### src/rtl/stream_rank_multiset_macros.svh
// Assertion helpers for the rank multiset block.
// Each macro checks on the rising edge of clk and is off while rst is high.
`ifndef STREAM_RANK_MULTISET_MACROS_SVH
`define STREAM_RANK_MULTISET_MACROS_SVH

// Same-cycle implication.
`define SRM_ASSERT_NOW(label, ante, cons) \
  label: assert property (@(posedge clk) disable iff (rst) (ante) |-> (cons)) \
    else $error("rank multiset check failed");

// Next-cycle implication.
`define SRM_ASSERT_NEXT(label, ante, cons) \
  label: assert property (@(posedge clk) disable iff (rst) (ante) |=> (cons)) \
    else $error("rank multiset check failed");

`endif

### src/rtl/srm_pkg.sv
package srm_pkg;

  localparam int unsigned CAPACITY = 64;
  localparam int unsigned CNT_W = $clog2(CAPACITY + 1);
  localparam int unsigned IDX_W = $clog2(CAPACITY);
  localparam int unsigned RANK_W = 7;
  localparam int unsigned RANK_MAX = 63;
  localparam logic [31:0] SIGN_FLIP = 32'h8000_0000;

  localparam logic OP_INSERT = 1'b0;
  localparam logic OP_QUERY = 1'b1;

  typedef struct packed {
    logic operation;
    logic signed [31:0] value;
  } request_t;

  typedef struct packed {
    logic signed [RANK_W-1:0] rank;
    logic found;
    logic overflow;
  } result_t;

  // Work item travelling down the cell chain.
  typedef struct packed {
    logic valid;
    logic operation;
    logic [31:0] key;          // order-mapped: unsigned compare matches signed order
    logic [CNT_W-1:0] count;   // store fill seen when the request entered
    logic overflow;
    logic [CNT_W-1:0] at_most;
    logic present;
  } token_t;

endpackage

### src/rtl/srm_cell.sv
module srm_cell (
  input  logic                      clk,
  input  logic                      rst,
  input  logic                      advance,
  input  logic [srm_pkg::IDX_W-1:0] position,
  input  srm_pkg::token_t           tok_in,
  output srm_pkg::token_t           tok_out
);
  import srm_pkg::*;

  logic [31:0] slot;
  token_t      tok_next;
  logic        occupied;
  logic        write;

  always_comb begin
    tok_next = tok_in;
    occupied = CNT_W'(position) < tok_in.count;
    write = tok_in.valid && (tok_in.operation == OP_INSERT) && !tok_in.overflow &&
            (CNT_W'(position) == tok_in.count);
    if (tok_in.valid && (tok_in.operation == OP_QUERY) && occupied) begin
      if (slot <= tok_in.key) begin
        tok_next.at_most = tok_in.at_most + 1'b1;
      end
      if (slot == tok_in.key) begin
        tok_next.present = 1'b1;
      end
    end
  end

  // Hold the stored value; an insert claims the first free slot.
  always_ff @(posedge clk) begin
    if (advance && write) begin
      slot <= tok_in.key;
    end
  end

  always_ff @(posedge clk) begin
    if (rst) begin
      tok_out.valid <= 1'b0;
    end else if (advance) begin
      tok_out <= tok_next;
    end
  end

endmodule

### config.mk
export PLATFORM = sky130hd
export DESIGN_NAME = srm_cell
export DESIGN_NICKNAME = d
export VERILOG_FILES = /design/src/rtl/stream_rank_multiset_macros.svh /design/src/rtl/srm_pkg.sv /design/src/rtl/srm_cell.sv
export SDC_FILE = /design/constraint.sdc
export NUM_CORES = 1
export LEC_CHECK = 0
export BUFFER_PORTS_ARGS = -buffer_cell sky130_fd_sc_hd__buf_2
export CAP_MARGIN = 5
export CORE_MARGIN = 10
export CORE_UTILIZATION = 55
export DETAILED_ROUTE_END_ITERATION = 8
export GPL_TIMING_DRIVEN = 0
export PLACE_DENSITY_LB_ADDON = 0.1
export SLEW_MARGIN = 20
export SYNTH_ARGS = -nofsm -noshare
export SYNTH_HDL_FRONTEND = slang
export SYNTH_SLANG_ARGS = --single-unit
### constraint.sdc
create_clock -name clk -period 9.2 [get_ports clk]
set_input_delay 0.46 -clock clk [delete_from_list [all_inputs] [get_ports clk]]
set_output_delay 0.46 -clock clk [all_outputs]
set_load 0.005 [all_outputs]
==> flow_summary.toml <==
[synth]
synth_area_leaders = "edfxtp_1, ha_1, inv_1, a21oi_1, xor2_1"
synth-seq-cells = 82
synthAdderAreaFrac_pct = 13.4
synth_simple_gate_area_share_pct = 7.33
synth-edff-count = 81
synth_top_area_share_pct = 66.6
synth_area_mm2 = 0.00365
synth_area_per_cell_um2 = 15.2
synth_top_family_by_area = "adder cells"
synthFlopType = "edfxtp_1"
yosysUniqueCellTypes = 33
synth_compound_area_share_pct = 6.48
ys_warn_count = 0
synth.net_count = 338
syn_inst = 240
synthArstFlopShare_pct = 0
synth_xor_xnor_area_share_pct = 1.44
synth_common_cells = "edfxtp_1, ha_1, inv_1, a21oi_1, nand4_1"
synth.yosys.seq_area_share_pct = 67.2
yosysTopAreaCell = "edfxtp_1"
yosysMostFrequentCell = "edfxtp_1"
synthMuxAreaShare_pct = 0.308

[floorplan]
core_area_mm2 = 0.00639
die_h_um = 101
die_x_um = 101
fp.dieArea_mm2 = 0.0103
initial_utilization_pct = 57.2
rows = 29
pin_count = 109

[power]
power.total_uw = 774
p_comb_share_pct = 9.1
swShare_pct = 21.1
p_clk_share_pct = 35.4
p_int_uw = 611
p_leak_uw = 0.00202
power.density_mw_per_mm2 = 168
p_switching_uw = 163
pwr-share-seq_pct = 55.5
ir_worst_vdd_mv = 0.107

[routing]
wirelength_mm = 7.53
via_per_inst = 5.23
firstDrtPassIters = 4
wl_per_cell_um = 16.8
wl_met2_mm = 3.70
maxUsedRoutingLayer = "met5"
initialDrtViolationCount = 67
route.detailed.drc = 0
wl_met1_mm = 3.03
wl_met3_um = 683
ant_nets = 0
routed-via-count = 2342

[critical_path]
slowest_stage = "nor4_1"
max_stage_delay_ps = 500
crit_buf_inv = 0
crit_fanout = 6
cp_data_required_time_ps = 9290
crit_arrival_ps = 2820
worstSetupPathType = "reg2reg"
crit_family = "simple AND/OR/NAND/NOR gates"
endpoint_kind = "flop"
path_cells = "ha_1 > nand4_1 > nor4_1 > nand2_1 > o31a_1 > nor3_2 > mux2_1"
start_kind = "flop"

[run]
maxCapViolCount = 0

[sta]
slew_headroom_pct = 61.5
setup_violations = 0
worstMarginPinSlew_ps = 573
finalMaxSlewViolations = 0
tns_ps = 0
timing.fmax_ghz = 0.367
worst_clock_skew_ps = 7.23
hold_viol = 0
period_minus_slack_ps = 2730
final.period_utilization_pct = 29.7
rsz0062_at_grt = "no"

[clock_network]
cts_buffers = 9
cts_buffer_depth = 2
clock_latency_ps = 340
htree_num_levels = 3
clk_pin_slew_ps = 80
clockRootBuffer = "clkbuf_8"
cts_hold_buf = 0
cts_tree = "built"
cts_setup_buffers = 0
clock-sinks = 82
cts-resized-gates = 0

[cells_and_area]
diodes = 0
nets = 464
area.growth.synth_to_final_pct = 25.8
drive_gt1_share_pct = 37.2

[place]
gp_congestion = 0.676
dp_hpwl_mm = 5.98
io_buffer_count = 108

[global_routing]
grt_overflow = 0
grtUsageTotal_pct = 14.9
grt_first_pass_wirelength_mm = 12.1
grt_pass1_vias = 2554
grt_max_degree = 20
antenna_found_initial = 1

[min_path]
hold_class = "in2reg"

[outcome]
outcome = "finished clean"
power by group through the flow:
stage	clock network (µW)	logic [µW]	registers [µW]
final	274	70.5	429
after global routing	294	80.2	431
after CTS	280	72.3	429
after detailed placement	0	71.3	438
after global placement	0	65.4	439
after floorplan	0	26.2	441
final cells by class:
class                           instances  area (µm²)
Clock inverter                          6        81.3
Fill cell                             459        1790
Timing Repair Buffer                  115         623
Sequential cell                        82        2450
Inverter                               38         143
Clock buffer                           10         128
Multi-Input combinational cell        120        1070
Tap cell                               77        96.3
kinds of logic (layout without fill, tap and decap cells):
kind of cell,after synthesis,in the layout
mux,1,1
compound gates,34,34
simple gates,40,40
fa+ha+maj,39,39
flops,82,82
buf+inv,38,169
xor+xnor,6,6
per-stage QoR:
step / hold slack (ps) / cell area (µm²) / utilization [%] / worst slack (ps) / cells
2_1_floorplan: 460 / 3650 / - / 4660 / 240
3_3_place_gp: 455 / 4290 / 67.1 / 2600 / 425
3_5_place_dp: 467 / 4380 / 68.7 / 6180 / 432
4_1_cts: 293 / 4590 / 71.9 / 6390 / 448
5_1_grt: 299 / 4590 / 71.9 / 6300 / 448
6_report: 312 / 4590 / 71.9 / 6470 / 448
routing by layer:
| layer | vias up | track usage (%) |
|---|---|---|
| met5 | - | 0 |
| met4 | 2 | 6.65 |
| met1 | 1101 | 17.0 |
| met2 | 69 | 24.4 |
| li1 | 1160 | - |
| met3 | 10 | 5.79 |
flip-flops by register name (all words and copies together) (netlist names):
signal	flops
tok_out	50
slot	32
worst register-to-register path, stage by stage, from the launching register on:
cell and delay [ps]:
edfxtp_1 370, ha_1 320, nand4_1 220, nor4_1 510, nand2_1 180, o31a_1 250
nor3_2 280, mux2_1 350
placed cells by master (no fill, tap or decap), types with 2 or more instances in the layout:
cell type and n:
a21oi_1 15, nand2_1 7, ha_1 39, inv_1 38, edfxtp_1 81, o21ai_0 3
nand4_1 8, clkinv_1 2, nor2b_1 2, nand4b_1 2, a21o_1 5, clkbuf_8 9
nor4_2 3, o21bai_1 2, xor2_1 6, buf_2 112, nor2_1 3, nor4b_2 3
nor4_1 2, bufinv_16 2, buf_16 2, nand3_1 4
worst paths after layout:
path	start	end	slack [ps]	cells after the start
max	slot[31]	tok_out[2]	6470	7
min	tok_in[10]	tok_out[10]	310	1
max reg2reg	slot[31]	tok_out[2]	6470	7
min reg2reg	tok_out[49]	tok_out[49]	490	2
No activity file was read; power rests on OpenSTA's default activity.
